$ cat config.mk
export PLATFORM = sky130hd
export DESIGN_NAME = form_urlencoded_decoder_unit
export DESIGN_NICKNAME = d
export VERILOG_FILES = /design/src/hw/rtl/fud_pkg.sv /design/src/hw/rtl/fud_front.sv /design/src/hw/rtl/fud_queue.sv /design/src/hw/rtl/fud_back.sv /design/src/hw/rtl/form_urlencoded_decoder_unit.sv
export SDC_FILE = /design/constraint.sdc
export NUM_CORES = 1
export LEC_CHECK = 0
export BUFFER_PORTS_ARGS = -buffer_cell sky130_fd_sc_hd__buf_2
export CAP_MARGIN = 30
export CORE_MARGIN = 2
export CORE_UTILIZATION = 28
export DETAILED_ROUTE_END_ITERATION = 7
export GPL_ROUTABILITY_DRIVEN = 1
export RECOVER_POWER = 50
export SKIP_CTS_REPAIR_TIMING = 1
export SLEW_MARGIN = 20
export SYNTH_ARGS = -nofsm -noshare
export SYNTH_HDL_FRONTEND = slang
export SYNTH_HIERARCHICAL = 1
export SYNTH_SLANG_ARGS = --single-unit
$ cat constraint.sdc
create_clock -name clock -period 5 [get_ports clock]
set_input_delay 1 -clock clock [delete_from_list [all_inputs] [get_ports clock]]
set_output_delay 1 -clock clock [all_outputs]
set_load 0.03 [all_outputs]
$ cat src/hw/rtl/fud_pkg.sv
// Shared types, constants and helper functions of the form-urlencoded decoder.
package fud_pkg;

   localparam int MaxResults = 3;
   localparam int QueueDepth = 4;
   localparam int PtrWidth   = $clog2(QueueDepth);
   localparam int CountWidth = $clog2(MaxResults + 1);

   localparam logic [7:0] CharPercent = 8'h25;
   localparam logic [7:0] CharPlus    = 8'h2b;
   localparam logic [7:0] CharEquals  = 8'h3d;
   localparam logic [7:0] CharAmp     = 8'h26;
   localparam logic [7:0] CharSpace   = 8'h20;

   typedef enum logic [1:0] {
      ESC_NONE  = 2'd0,
      ESC_PCT   = 2'd1,
      ESC_DIGIT = 2'd2
   } esc_type;

   // One decoded result; pair and string flags are carried once per bundle.
   typedef struct packed {
      logic [7:0] out_char;
      logic       has_char;
      logic       is_value;
   } slot_type;

   // All results caused by one accepted byte.
   typedef struct packed {
      logic [CountWidth-1:0]          count;
      slot_type [MaxResults-1:0]      slots;
      logic                           closed;
      logic                           fin;
   } bundle_type;

   function automatic logic is_hex(input logic [7:0] c);
      is_hex = (c >= 8'h30 && c <= 8'h39) || (c >= 8'h61 && c <= 8'h66) ||
               (c >= 8'h41 && c <= 8'h46);
   endfunction

   function automatic logic [3:0] hex_nibble(input logic [7:0] c);
      logic [7:0] v;
      v = 8'd0;
      if (c >= 8'h30 && c <= 8'h39) begin
         v = c - 8'h30;
      end else if (c >= 8'h61 && c <= 8'h66) begin
         v = c - 8'h57;
      end else if (c >= 8'h41 && c <= 8'h46) begin
         v = c - 8'h37;
      end
      hex_nibble = v[3:0];
   endfunction

   // Appends a result to a bundle; results beyond the limit are dropped.
   function automatic bundle_type push_slot(input bundle_type b, input logic [7:0] ch,
                                            input logic has, input logic isv);
      bundle_type r;
      r = b;
      if (r.count < CountWidth'(MaxResults)) begin
         r.slots[r.count] = '{out_char: ch, has_char: has, is_value: isv};
         r.count          = r.count + CountWidth'(1);
      end
      push_slot = r;
   endfunction

endpackage

$ cat src/hw/rtl/fud_front.sv
// Front end: classifies each byte, tracks name/value and escape state, builds a result bundle.
module fud_front (
   input  logic               clock,
   input  logic               reset,
   input  logic               accept,
   input  logic [7:0]         in_char,
   input  logic               in_final,
   output logic               push,
   output fud_pkg::bundle_type bundle
);

   logic              value_mode_ff, value_mode_in;
   fud_pkg::esc_type  escape_ff, escape_in;
   logic [7:0]        held_ff, held_in;

   always_comb begin
      fud_pkg::bundle_type b;
      logic vm;
      fud_pkg::esc_type st;
      logic [7:0] hd;
      logic closed;
      logic plain;

      b      = '0;
      vm     = value_mode_ff;
      st     = escape_ff;
      hd     = held_ff;
      closed = 1'b0;
      plain  = 1'b0;

      if (!vm) begin
         if (in_char == fud_pkg::CharEquals) begin
            vm = 1'b1;
         end else begin
            b = fud_pkg::push_slot(b, in_char, 1'b1, 1'b0);
         end
      end else begin
         unique case (st)
            fud_pkg::ESC_PCT: begin
               if (fud_pkg::is_hex(in_char)) begin
                  hd = in_char;
                  st = fud_pkg::ESC_DIGIT;
               end else begin
                  st    = fud_pkg::ESC_NONE;
                  b     = fud_pkg::push_slot(b, fud_pkg::CharPercent, 1'b1, 1'b1);
                  plain = 1'b1;
               end
            end
            fud_pkg::ESC_DIGIT: begin
               st = fud_pkg::ESC_NONE;
               if (fud_pkg::is_hex(in_char)) begin
                  b = fud_pkg::push_slot(b, {fud_pkg::hex_nibble(hd),
                                             fud_pkg::hex_nibble(in_char)}, 1'b1, 1'b1);
               end else begin
                  b     = fud_pkg::push_slot(b, fud_pkg::CharPercent, 1'b1, 1'b1);
                  b     = fud_pkg::push_slot(b, hd, 1'b1, 1'b1);
                  plain = 1'b1;
               end
            end
            default: begin
               plain = 1'b1;
            end
         endcase

         // The breaking byte of a malformed escape is decoded as an ordinary value byte.
         if (plain) begin
            if (in_char == fud_pkg::CharAmp) begin
               closed = 1'b1;
            end else if (in_char == fud_pkg::CharPercent) begin
               st = fud_pkg::ESC_PCT;
            end else if (in_char == fud_pkg::CharPlus) begin
               b = fud_pkg::push_slot(b, fud_pkg::CharSpace, 1'b1, 1'b1);
            end else begin
               b = fud_pkg::push_slot(b, in_char, 1'b1, 1'b1);
            end
         end
      end

      // An escape cut off by the end of the string is flushed literally.
      if (in_final && vm) begin
         if (st == fud_pkg::ESC_PCT) begin
            b = fud_pkg::push_slot(b, fud_pkg::CharPercent, 1'b1, 1'b1);
         end else if (st == fud_pkg::ESC_DIGIT) begin
            b = fud_pkg::push_slot(b, fud_pkg::CharPercent, 1'b1, 1'b1);
            b = fud_pkg::push_slot(b, hd, 1'b1, 1'b1);
         end
         st     = fud_pkg::ESC_NONE;
         closed = 1'b1;
      end

      if (closed) begin
         vm = 1'b0;
         st = fud_pkg::ESC_NONE;
      end
      if (in_final) begin
         vm = 1'b0;
         st = fud_pkg::ESC_NONE;
         hd = 8'd0;
      end

      if ((closed || in_final) && b.count == '0) begin
         b = fud_pkg::push_slot(b, 8'd0, 1'b0, closed);
      end
      b.closed = closed;
      b.fin    = in_final;

      bundle        = b;
      push          = accept && (b.count != '0);
      value_mode_in = accept ? vm : value_mode_ff;
      escape_in     = accept ? st : escape_ff;
      held_in       = accept ? hd : held_ff;
   end

   always_ff @(posedge clock) begin
      if (reset) begin
         value_mode_ff <= 1'b0;
         escape_ff     <= fud_pkg::ESC_NONE;
         held_ff       <= 8'd0;
      end else begin
         value_mode_ff <= value_mode_in;
         escape_ff     <= escape_in;
         held_ff       <= held_in;
      end
   end

endmodule

$ cat src/hw/rtl/fud_queue.sv
// Short bundle queue that decouples the front end from the result sequencer.
module fud_queue (
   input  logic                clock,
   input  logic                reset,
   input  logic                push,
   input  fud_pkg::bundle_type push_data,
   input  logic                pop,
   output fud_pkg::bundle_type head,
   output logic                empty,
   output logic                full
);

   fud_pkg::bundle_type               mem_ff [fud_pkg::QueueDepth];
   logic [fud_pkg::PtrWidth-1:0]      wr_ptr_ff, wr_ptr_in;
   logic [fud_pkg::PtrWidth-1:0]      rd_ptr_ff, rd_ptr_in;
   logic [fud_pkg::PtrWidth:0]        fill_ff, fill_in;
   logic                              do_push, do_pop;

   assign empty   = (fill_ff == '0);
   assign full    = (fill_ff == (fud_pkg::PtrWidth + 1)'(fud_pkg::QueueDepth));
   assign do_push = push && !full;
   assign do_pop  = pop && !empty;
   assign head    = mem_ff[rd_ptr_ff];

   always_comb begin
      wr_ptr_in = do_push ? wr_ptr_ff + fud_pkg::PtrWidth'(1) : wr_ptr_ff;
      rd_ptr_in = do_pop  ? rd_ptr_ff + fud_pkg::PtrWidth'(1) : rd_ptr_ff;
      fill_in   = fill_ff;
      if (do_push && !do_pop) begin
         fill_in = fill_ff + (fud_pkg::PtrWidth + 1)'(1);
      end else if (do_pop && !do_push) begin
         fill_in = fill_ff - (fud_pkg::PtrWidth + 1)'(1);
      end
   end

   always_ff @(posedge clock) begin
      if (do_push) begin
         mem_ff[wr_ptr_ff] <= push_data;
      end
   end

   always_ff @(posedge clock) begin
      if (reset) begin
         wr_ptr_ff <= '0;
         rd_ptr_ff <= '0;
         fill_ff   <= '0;
      end else begin
         wr_ptr_ff <= wr_ptr_in;
         rd_ptr_ff <= rd_ptr_in;
         fill_ff   <= fill_in;
      end
   end

endmodule

$ cat src/hw/rtl/fud_back.sv
// Back end: steps through the results of each bundle into the output register.
module fud_back (
   input  logic                clock,
   input  logic                reset,
   input  fud_pkg::bundle_type head,
   input  logic                empty,
   output logic                pop,
   output logic                rsp_valid,
   input  logic                rsp_stall,
   output logic [7:0]          rsp_out_char,
   output logic                rsp_has_char,
   output logic                rsp_is_value,
   output logic                rsp_pair_end,
   output logic                rsp_input_end,
   output logic                rsp_run_last
);

   logic [fud_pkg::CountWidth-1:0] idx_ff, idx_in;
   logic                           valid_ff, valid_in;
   fud_pkg::slot_type              slot_ff, slot_in;
   logic                           pair_end_ff, pair_end_in;
   logic                           input_end_ff, input_end_in;
   logic                           run_last_ff, run_last_in;
   logic                           load;
   logic                           last;

   assign load = !valid_ff || !rsp_stall;
   assign last = (idx_ff == head.count - fud_pkg::CountWidth'(1));

   always_comb begin
      idx_in       = idx_ff;
      valid_in     = valid_ff;
      slot_in      = slot_ff;
      pair_end_in  = pair_end_ff;
      input_end_in = input_end_ff;
      run_last_in  = run_last_ff;
      pop          = 1'b0;
      if (load) begin
         valid_in = !empty;
         if (!empty) begin
            slot_in      = head.slots[idx_ff];
            pair_end_in  = last && head.closed;
            input_end_in = last && head.fin;
            run_last_in  = last;
            pop          = last;
            idx_in       = last ? '0 : idx_ff + fud_pkg::CountWidth'(1);
         end
      end
   end

   always_ff @(posedge clock) begin
      if (reset) begin
         idx_ff   <= '0;
         valid_ff <= 1'b0;
      end else begin
         idx_ff   <= idx_in;
         valid_ff <= valid_in;
      end
   end

   always_ff @(posedge clock) begin
      slot_ff      <= slot_in;
      pair_end_ff  <= pair_end_in;
      input_end_ff <= input_end_in;
      run_last_ff  <= run_last_in;
   end

   assign rsp_valid     = valid_ff;
   assign rsp_out_char  = slot_ff.out_char;
   assign rsp_has_char  = slot_ff.has_char;
   assign rsp_is_value  = slot_ff.is_value;
   assign rsp_pair_end  = pair_end_ff;
   assign rsp_input_end = input_end_ff;
   assign rsp_run_last  = run_last_ff;

endmodule

$ cat src/hw/rtl/form_urlencoded_decoder_unit.sv
// Top level of the form-urlencoded decoder: front end, bundle queue and result sequencer.
//
//   Channel   Direction   Handshake             Payload
//   req       in          req_valid/req_stall   req_in_char, req_in_final
//   rsp       out         rsp_valid/rsp_stall   rsp_out_char, rsp_has_char, rsp_is_value,
//                                               rsp_pair_end, rsp_input_end, rsp_run_last
//
// One byte is taken per cycle while the bundle queue is not full; its results are queued and
// delivered one per cycle while rsp_stall is low (a byte gives 0 to 3 results).
// The results of an accepted byte pass through the bundle queue and then the output
// register before rsp_valid rises.
// req_stall rises only when the four-entry bundle queue is full.
// Synchronous reset returns to name mode with no escape pending and an empty queue.
module form_urlencoded_decoder_unit (
   input  logic       clock,
   input  logic       reset,
   input  logic       req_valid,
   output logic       req_stall,
   input  logic [7:0] req_in_char,
   input  logic       req_in_final,
   output logic       rsp_valid,
   input  logic       rsp_stall,
   output logic [7:0] rsp_out_char,
   output logic       rsp_has_char,
   output logic       rsp_is_value,
   output logic       rsp_pair_end,
   output logic       rsp_input_end,
   output logic       rsp_run_last
);

   fud_pkg::bundle_type bundle;
   fud_pkg::bundle_type head;
   logic                push;
   logic                pop;
   logic                empty;
   logic                full;
   logic                accept;

   assign req_stall = full;
   assign accept    = req_valid && !full;

   fud_front u_front (
      .clock    (clock),
      .reset    (reset),
      .accept   (accept),
      .in_char  (req_in_char),
      .in_final (req_in_final),
      .push     (push),
      .bundle   (bundle)
   );

   fud_queue u_queue (
      .clock     (clock),
      .reset     (reset),
      .push      (push),
      .push_data (bundle),
      .pop       (pop),
      .head      (head),
      .empty     (empty),
      .full      (full)
   );

   fud_back u_back (
      .clock         (clock),
      .reset         (reset),
      .head          (head),
      .empty         (empty),
      .pop           (pop),
      .rsp_valid     (rsp_valid),
      .rsp_stall     (rsp_stall),
      .rsp_out_char  (rsp_out_char),
      .rsp_has_char  (rsp_has_char),
      .rsp_is_value  (rsp_is_value),
      .rsp_pair_end  (rsp_pair_end),
      .rsp_input_end (rsp_input_end),
      .rsp_run_last  (rsp_run_last)
   );

endmodule

# Word level (Yosys, flattened, before mapping)
# Memories as Yosys holds them, arrays and structs flattened. A register that Yosys moved wholly into a read port is not among the register bits.
# Cells that the tools add are included.
dict set report word_totals {
  ff_bits 34
  wordCells 198
  input_bits 13
  n_memories 1
  ramBits 136
}
dict set report op_classes {
  reduce_logical 37
  bitwise_logic 7
  addsub 17
  eq_ne 10
  magnitude_cmp 28
  mux 84
}
# memory depth width read_ports rd_clocked_by_memory_dff wr line
set mem_list {}
lappend mem_list {u_queue.mem_ff 4 34 1 1 1 fud_queue.sv:13} ;# fud_pkg::bundle_type mem_ff [fud_pkg::QueueDepth];
# operator n
set ops {}
lappend ops {{34-bit 2-to-1 mux} 11}
lappend ops {{32-bit 2-to-1 mux} 9}
lappend ops {{30-bit bitwise mux} 4}
lappend ops {{10-bit demux with 2-bit select} 5}
lappend ops {{10-bit 2-to-1 mux} 9}
lappend ops {{34-bit case mux with 2 select lines} 1}
lappend ops {{33-bit 2-to-1 mux} 2}
lappend ops {{8-bit by 6-bit == test with 1-bit output, second input constant} 4}
lappend ops {{8-bit by 7-bit greater-or-equal comparator with 1-bit output, second input constant} 4}
lappend ops {{8-bit by 7-bit <= comparator with 1-bit output, second input constant} 4}
lappend ops {{8-bit 2-to-1 mux} 4}
lappend ops {{2-bit 2-to-1 mux} 14}
lappend ops {{4-bit 2-to-1 mux} 6}
lappend ops {{21-bit bitwise AND} 1}
lappend ops {{1-bit logical AND} 21}
lappend ops {{21-bit NOT} 1}
lappend ops {{10-bit binary-select mux with 2-bit select} 1}
lappend ops {{2-bit by 3-bit < comparator with 1-bit output, second input constant} 6}
lappend ops {{2-bit by 1-bit adder with 2-bit output, second input constant} 8}
lappend ops {{8-bit by 6-bit greater-or-equal comparator with 1-bit output, second input constant} 2}
lappend ops {{8-bit by 6-bit <= comparator with 1-bit output, second input constant} 2}
lappend ops {{4-bit by 3-bit subtractor with 4-bit output, second input constant} 4}
lappend ops {{15-bit bitwise AND} 1}
lappend ops {{1-bit 2-to-1 mux} 15}
lappend ops {{23 further kinds} 44}

# Logic depth before layout (Yosys ltp)
dict set report logic_depth {
  depth_word 61
  mapped_depth 19
  mapped_depth_nobuf 17
}

# Modules after synthesis
# Netlist, hierarchy kept.
# mod cells_each seq_area_each_um2 area_per_inst_um2 n_inst
set modules_own_cells {}
lappend modules_own_cells {fud_queue 226 4264.1 5411.4 1}
lappend modules_own_cells {fud_front 279 220.2 1935.6 1}
lappend modules_own_cells {fud_back 73 450.4 807.0 1}
lappend modules_own_cells {form_urlencoded_decoder_unit 1 0.0 13.8 1}

# Least setup slack after synthesis
# Ideal clock, no wire load.
dict set report synth_timing {
  path_kind {input port to flip-flop}
  from {in req_in_char[0]}
  to {mem u_queue/mem_ff[0][0] in the netlist's numbering, enable pin}
  stages 14
  n_path_buf 2
  setup_ns 0.394
  arrival_ns 4.625
  required_time_ns 4.606
  setup_slack_ns -0.020
  path_cell_list {clkbuf_1 inv_1 ha_1 or3b_1 and4_1 buf_2 nor2_4 mux2_2 o311a_1 a21oi_1 o31a_1 inv_1 nor2_2 and2_1}
}
dict set report synth_via {
  elab_chain_len 32
  elab_cells_between_ends 71
  cone_classes {4 x add/sub; 10 x order compare; 6 x eq/ne; 39 x mux; 12 x reduce/logical}
}
# item line
set synth_rtl {}
lappend synth_rtl {{start, declared} form_urlencoded_decoder_unit.sv:19} ;# input logic [7:0] req_in_char,
lappend synth_rtl {{8-bit by 6-bit greater-or-equal comparator with 1-bit output, or another cell as far along} fud_pkg.sv:37} ;# is_hex = (c >= 8'h30 && c <= 8'h39) || (c >= 8'h61 && c <= 8'h66) ||
lappend synth_rtl {{1-bit logical AND} fud_pkg.sv:37}
lappend synth_rtl {{1-bit logical OR (2 in a row)} fud_pkg.sv:37}
lappend synth_rtl {{34-bit 2-to-1 mux / 33-bit 2-to-1 mux (equally long branches)} {fud_front.sv:51, fud_front.sv:40}}
lappend synth_rtl {{34-bit case mux with 2 select lines} fud_front.sv:38} ;# unique case (st)
lappend synth_rtl {{34-bit 2-to-1 mux} fud_front.sv:31} ;# if (!vm) begin
lappend synth_rtl {{2-bit by 1-bit adder with 2-bit output / 2-bit < comparator (equally long branches)} {fud_pkg.sv:61, fud_pkg.sv:59}}
lappend synth_rtl {{32-bit 2-to-1 mux} fud_pkg.sv:59} ;# if (r.count < CountWidth'(MaxResults)) begin
lappend synth_rtl {{[17 not listed]} --}
lappend synth_rtl {{34-bit 2-to-1 mux (*)} fud_front.sv:101} ;# if ((closed || in_final) && b.count == '0) begin
lappend synth_rtl {{2-bit nonzero test (*)} fud_front.sv:108} ;# push = accept && (b.count != '0);
lappend synth_rtl {{1-bit logical AND (*)} fud_front.sv:108}
lappend synth_rtl {{net push} form_urlencoded_decoder_unit.sv:33} ;# logic push;
lappend synth_rtl {{1-bit logical AND (*)} fud_queue.sv:21} ;# assign do_push = push && !full;
lappend synth_rtl {{net u_queue.do_push} fud_queue.sv:17} ;# logic do_push, do_pop;
lappend synth_rtl {{1-bit 2-to-1 mux (*)} fud_queue.sv:37} ;# if (do_push) begin
lappend synth_rtl {{1-bit 2-to-1 mux (implied by the code) (*)} fud_queue.sv:38} ;# mem_ff[wr_ptr_ff] <= push_data;
lappend synth_rtl {{end, declared} fud_queue.sv:13}
# Mark *: on every way through the listed nets, which the timed path passes. The rest lies on a longest branch. The select of a mux whose other input is x is not followed.

# Worst setup path in the final report
dict set report layout_timing {
  from {in req_in_char[0]}
  to {reg u_queue/fill_ff[2] in the netlist's numbering}
}
dict set report layout_via {
  elab_chain_len 33
  elab_cells_between_ends 74
  cone_classes {4 x add/sub; 10 x order compare; 6 x eq/ne; 38 x mux; 16 x reduce/logical}
}
# item line
set layout_rtl {}
lappend layout_rtl {{8-bit by 6-bit greater-or-equal comparator with 1-bit output, or another cell as far along} fud_pkg.sv:37}
lappend layout_rtl {{1-bit logical AND} fud_pkg.sv:37}
lappend layout_rtl {{1-bit logical OR (2 in a row)} fud_pkg.sv:37}
lappend layout_rtl {{34-bit 2-to-1 mux / 33-bit 2-to-1 mux (equally long branches)} {fud_front.sv:51, fud_front.sv:40}}
lappend layout_rtl {{34-bit case mux with 2 select lines} fud_front.sv:38}
lappend layout_rtl {{34-bit 2-to-1 mux} fud_front.sv:31}
lappend layout_rtl {{2-bit by 1-bit adder with 2-bit output / 2-bit < comparator (equally long branches)} {fud_pkg.sv:61, fud_pkg.sv:59}}
lappend layout_rtl {{32-bit 2-to-1 mux} fud_pkg.sv:59}
lappend layout_rtl {{[18 not listed]} --}
lappend layout_rtl {{2-bit nonzero test (*)} fud_front.sv:108}
lappend layout_rtl {{1-bit logical AND (*)} fud_front.sv:108}
lappend layout_rtl {{net push} form_urlencoded_decoder_unit.sv:33}
lappend layout_rtl {{1-bit logical AND (*)} fud_queue.sv:21}
lappend layout_rtl {{net u_queue.do_push} fud_queue.sv:17}
lappend layout_rtl {{1-bit zero test} fud_queue.sv:31} ;# end else if (do_pop && !do_push) begin
lappend layout_rtl {{1-bit logical AND} fud_queue.sv:31}
lappend layout_rtl {{2-bit nonzero test (no source line)} --}
lappend layout_rtl {{end signal, assigned} fud_queue.sv:50} ;# fill_ff <= fill_in;
lappend layout_rtl {{end, declared} fud_queue.sv:16} ;# logic [fud_pkg::PtrWidth:0] fill_ff, fill_in;
# Marks and branches as above.
# A chain may end at the register's enable or synchronous reset.

==> flow_metrics.tcl <==
set metrics [dict create \
    status "finished, final reports clean" \
    ys_ff_latch 172 \
    synthArstFlopShare_pct 0 \
    numClockSinks 172 \
    coreArea_um2 28700 \
    syn_area_um2 8168 \
    peakVddDrop_uv 179.5 \
    dieWidth_um 174.8 \
    required_ns 5.34 \
    grt_pass1_wl_um 29250 \
    drive_gt1_share_pct 17.30 \
    worst-r2r-cell-count 17 \
    r2r-end "u_queue/fill_ff[2]" \
    num_vias 5138 \
    leakagePower_uw 0.003016 \
    reg2reg_from "u_front/escape_ff[0]" \
    avgSynthCellArea_um2 14.11 \
    htreeDepth 4 \
    io_buffers 27 \
    slew_viol_final 0 \
    cts_tree "built" \
    final_cell_area_um2 9364 \
    track_usage_pct 12.67 \
    dr.pass1.iters 5 \
    area_growth_pct 14.64 \
    grt_pass1_vias 5066 \
    skew_ns 0.01377 \
    wl_um 18960 \
    synth_edf_count 149 \
    yosysTopAreaCell "edfxtp_1" \
    whs_path_depth 2 \
    cap_violations 0 \
    clk_pin_slew_ns 0.07 \
    clockBufferDepth 2 \
    worstMarginPinSlew_ns 1.287 \
    hp-class "register to register" \
    finalSetupTns_ns 0 \
    design.die.area_um2 30550 \
    cts_buffers 17 \
    cp-startpoint "req_in_char[0]" \
    routed_via_density 5.037 \
    worstSetupEndpointType "register" \
    fillCellCount 2853 \
    grt_max_degree 35 \
    fmax_mhz 221.6 \
    drcViolationCount 0 \
    r2r_slack_ns 1.08 \
    rows 62 \
    cp_max_fo 5 \
    cts-root-buf "clkbuf_16" \
    antenna_cells 0 \
    antenna_found_initial 0 \
    placed_area_um2 8846 \
    place.gp.congestion 0.9285 \
    synth.top_cell.area_share_pct 54.78 \
    yosysSeqAreaShare_pct 60.42 \
    start_util_pct 28.46 \
    insertion_delay_ns 0.43 \
    avgRoutedWirePerCell_um 18.59 \
    synth-main-ff-cell "edfxtp_1" \
    setup_viol 0 \
    drtAntennaViolNets 0 \
    yosysUniqueCellTypes 78 \
    power_density_nw_per_um2 460.7 \
    final_nets 653 \
    crit_arrival_ns 4.85 \
    dp_hpwl_um 12620 \
    min_period_over_period_pct 90.24 \
    mostFrequentLayoutCell "edfxtp_1" \
    path_class "input pin to register" \
    syn-num-nets 609 \
    drt_iter0_markers 551 \
    synth_warnings 6 \
    synth.top_cells.by_area "edfxtp_1, mux4_2, dfxtp_1, ha_1, mux2i_1" \
    layout_common_cells "edfxtp_1, nand2_1, mux4_2" \
    cp-start-kind "input pin" \
    holdPathEnd "u_back/rsp_valid" \
    hold_start "u_back/rsp_valid" \
    ios 28 \
    synthCells 579 \
    relSlewSlack_pct 14.17 \
    die_y_um 174.8 \
    grt.overflow.total 0 \
    rsz0062_at_grt "no" \
    final.min_clock_period_ns 4.512 \
    hold_violations 0 \
]
==> final cells by class <==
cell class / count / area, µm² / area share (%)
flip-flops and latches: 172 / 4935 / 52.70
multi-input cells: 354 / 2928 / 31.27
well taps: 384 / 480.5 / 5.131
clock buffers: 17 / 425.4 / 4.543
repair buffers: 58 / 360.3 / 3.848
clock inverters: 15 / 160.2 / 1.710
inverters: 20 / 75.07 / 0.8017
==> critical path: stages <==
cell and delay, ns:
buf_2 0.13, inv_1 0.09, ha_1 0.21, or3b_1 0.41, and4_1 0.23, nor2_1 0.18, mux2_2 0.39, o311a_1 0.36
a21oi_1 0.26, o31a_1 0.18, inv_1 0.06, nor2_2 0.12, ha_1 0.19, inv_1 0.06, fa_1 0.37, xor2_1 0.16
or3_1 0.30, a21oi_1 0.14
==> cells by family after synthesis <==
family,after synthesis,synth area share (%)
and+or+nand+nor,147,9.528
adders and majority gates,17,2.696
muxes,55,12.02
buffers and inverters,53,3.492
DFF,172,60.42
xor gates and xnor gates,6,0.7353
AOI/OAI and AO/OA,129,11.11
==> report_power, final <==
| group | internal (µW) | switching (µW) | total [µW] |
|---|---|---|---|
| sequential | 1830 | 68.4 | 1900 |
| clock | 743 | 556 | 1300 |
| combinational | 424 | 693 | 1120 |
==> cell usage after synthesis, drive strengths merged, types with 5 or more instances <==
master	instances
a21oi	21
a22o	7
a22oi	13
a31oi	6
a32oi	5
and2	10
and3	6
buf	16
clkbuf	17
dfxtp	23
edfxtp	149
ha	16
inv	19
mux2i	19
mux4	34
nand2	39
nand2b	12
nand3	20
nor2	29
o211ai	5
o21ai	29
xor2	5
==> flip-flops by register name, indices dropped and copies added (netlist names), named ones only <==
name                   count
u_queue/rd_ptr_ff          2
u_queue/fill_ff            3
u_back/rsp_input_end       1
u_front/value_mode_ff      1
u_back/rsp_has_char        1
u_front/escape_ff          2
u_back/rsp_is_value        1
u_queue/mem_ff           136
u_back/rsp_valid           1
u_back/rsp_pair_end        1
u_queue/wr_ptr_ff          2
u_back/idx_ff              2
u_front/held_ff            8
u_back/rsp_out_char        8
u_back/rsp_run_last        1
==> stage by stage <==
| stage | power, µW | std cells | worst slack, ns | hold WS (ns) | util (%) |
|---|---|---|---|---|---|
| after global placement | 3079 | 985 | 0.2429 | 0.4581 | 30.80 |
| final | 4314 | 1020 | 0.4879 | 0.4744 | 32.62 |
| after global routing | 4522 | 1020 | 0.1820 | 0.4946 | 32.62 |
| after CTS | 4396 | 1018 | 0.5778 | 0.4734 | 32.86 |
| after floorplan | 2797 | 579 | 0.01393 | 0.4706 | - |
| after detailed placement | 3101 | 986 | 0.1480 | 0.4636 | 30.82 |
==> layer usage <==
layer  wire length [µm]  vias up  GRT usage [%]  part of all wire (%)
met1               9033     2579          17.79                    48
met4                252        0          4.132                   1.3
li1                   -     2375              -                     -
met5                  0        -              0                     0
met3               1037       20          2.850                   5.5
met2               8635      164          19.43                    46
==> worst max path at each step <==
stage	endpoint	slack [ns]	cells after the start
2_1_floorplan	u_queue/fill_ff[2]	0.01	19
3_3_place_gp	u_queue/fill_ff[2]	0.24	18
3_5_place_dp	u_queue/fill_ff[2]	0.15	18
4_1_cts	u_queue/fill_ff[2]	0.58	18
5_1_grt	u_queue/fill_ff[2]	0.18	16
6_report	u_queue/fill_ff[2]	0.49	18
Note: power is estimated with default switching activity, not from simulation.
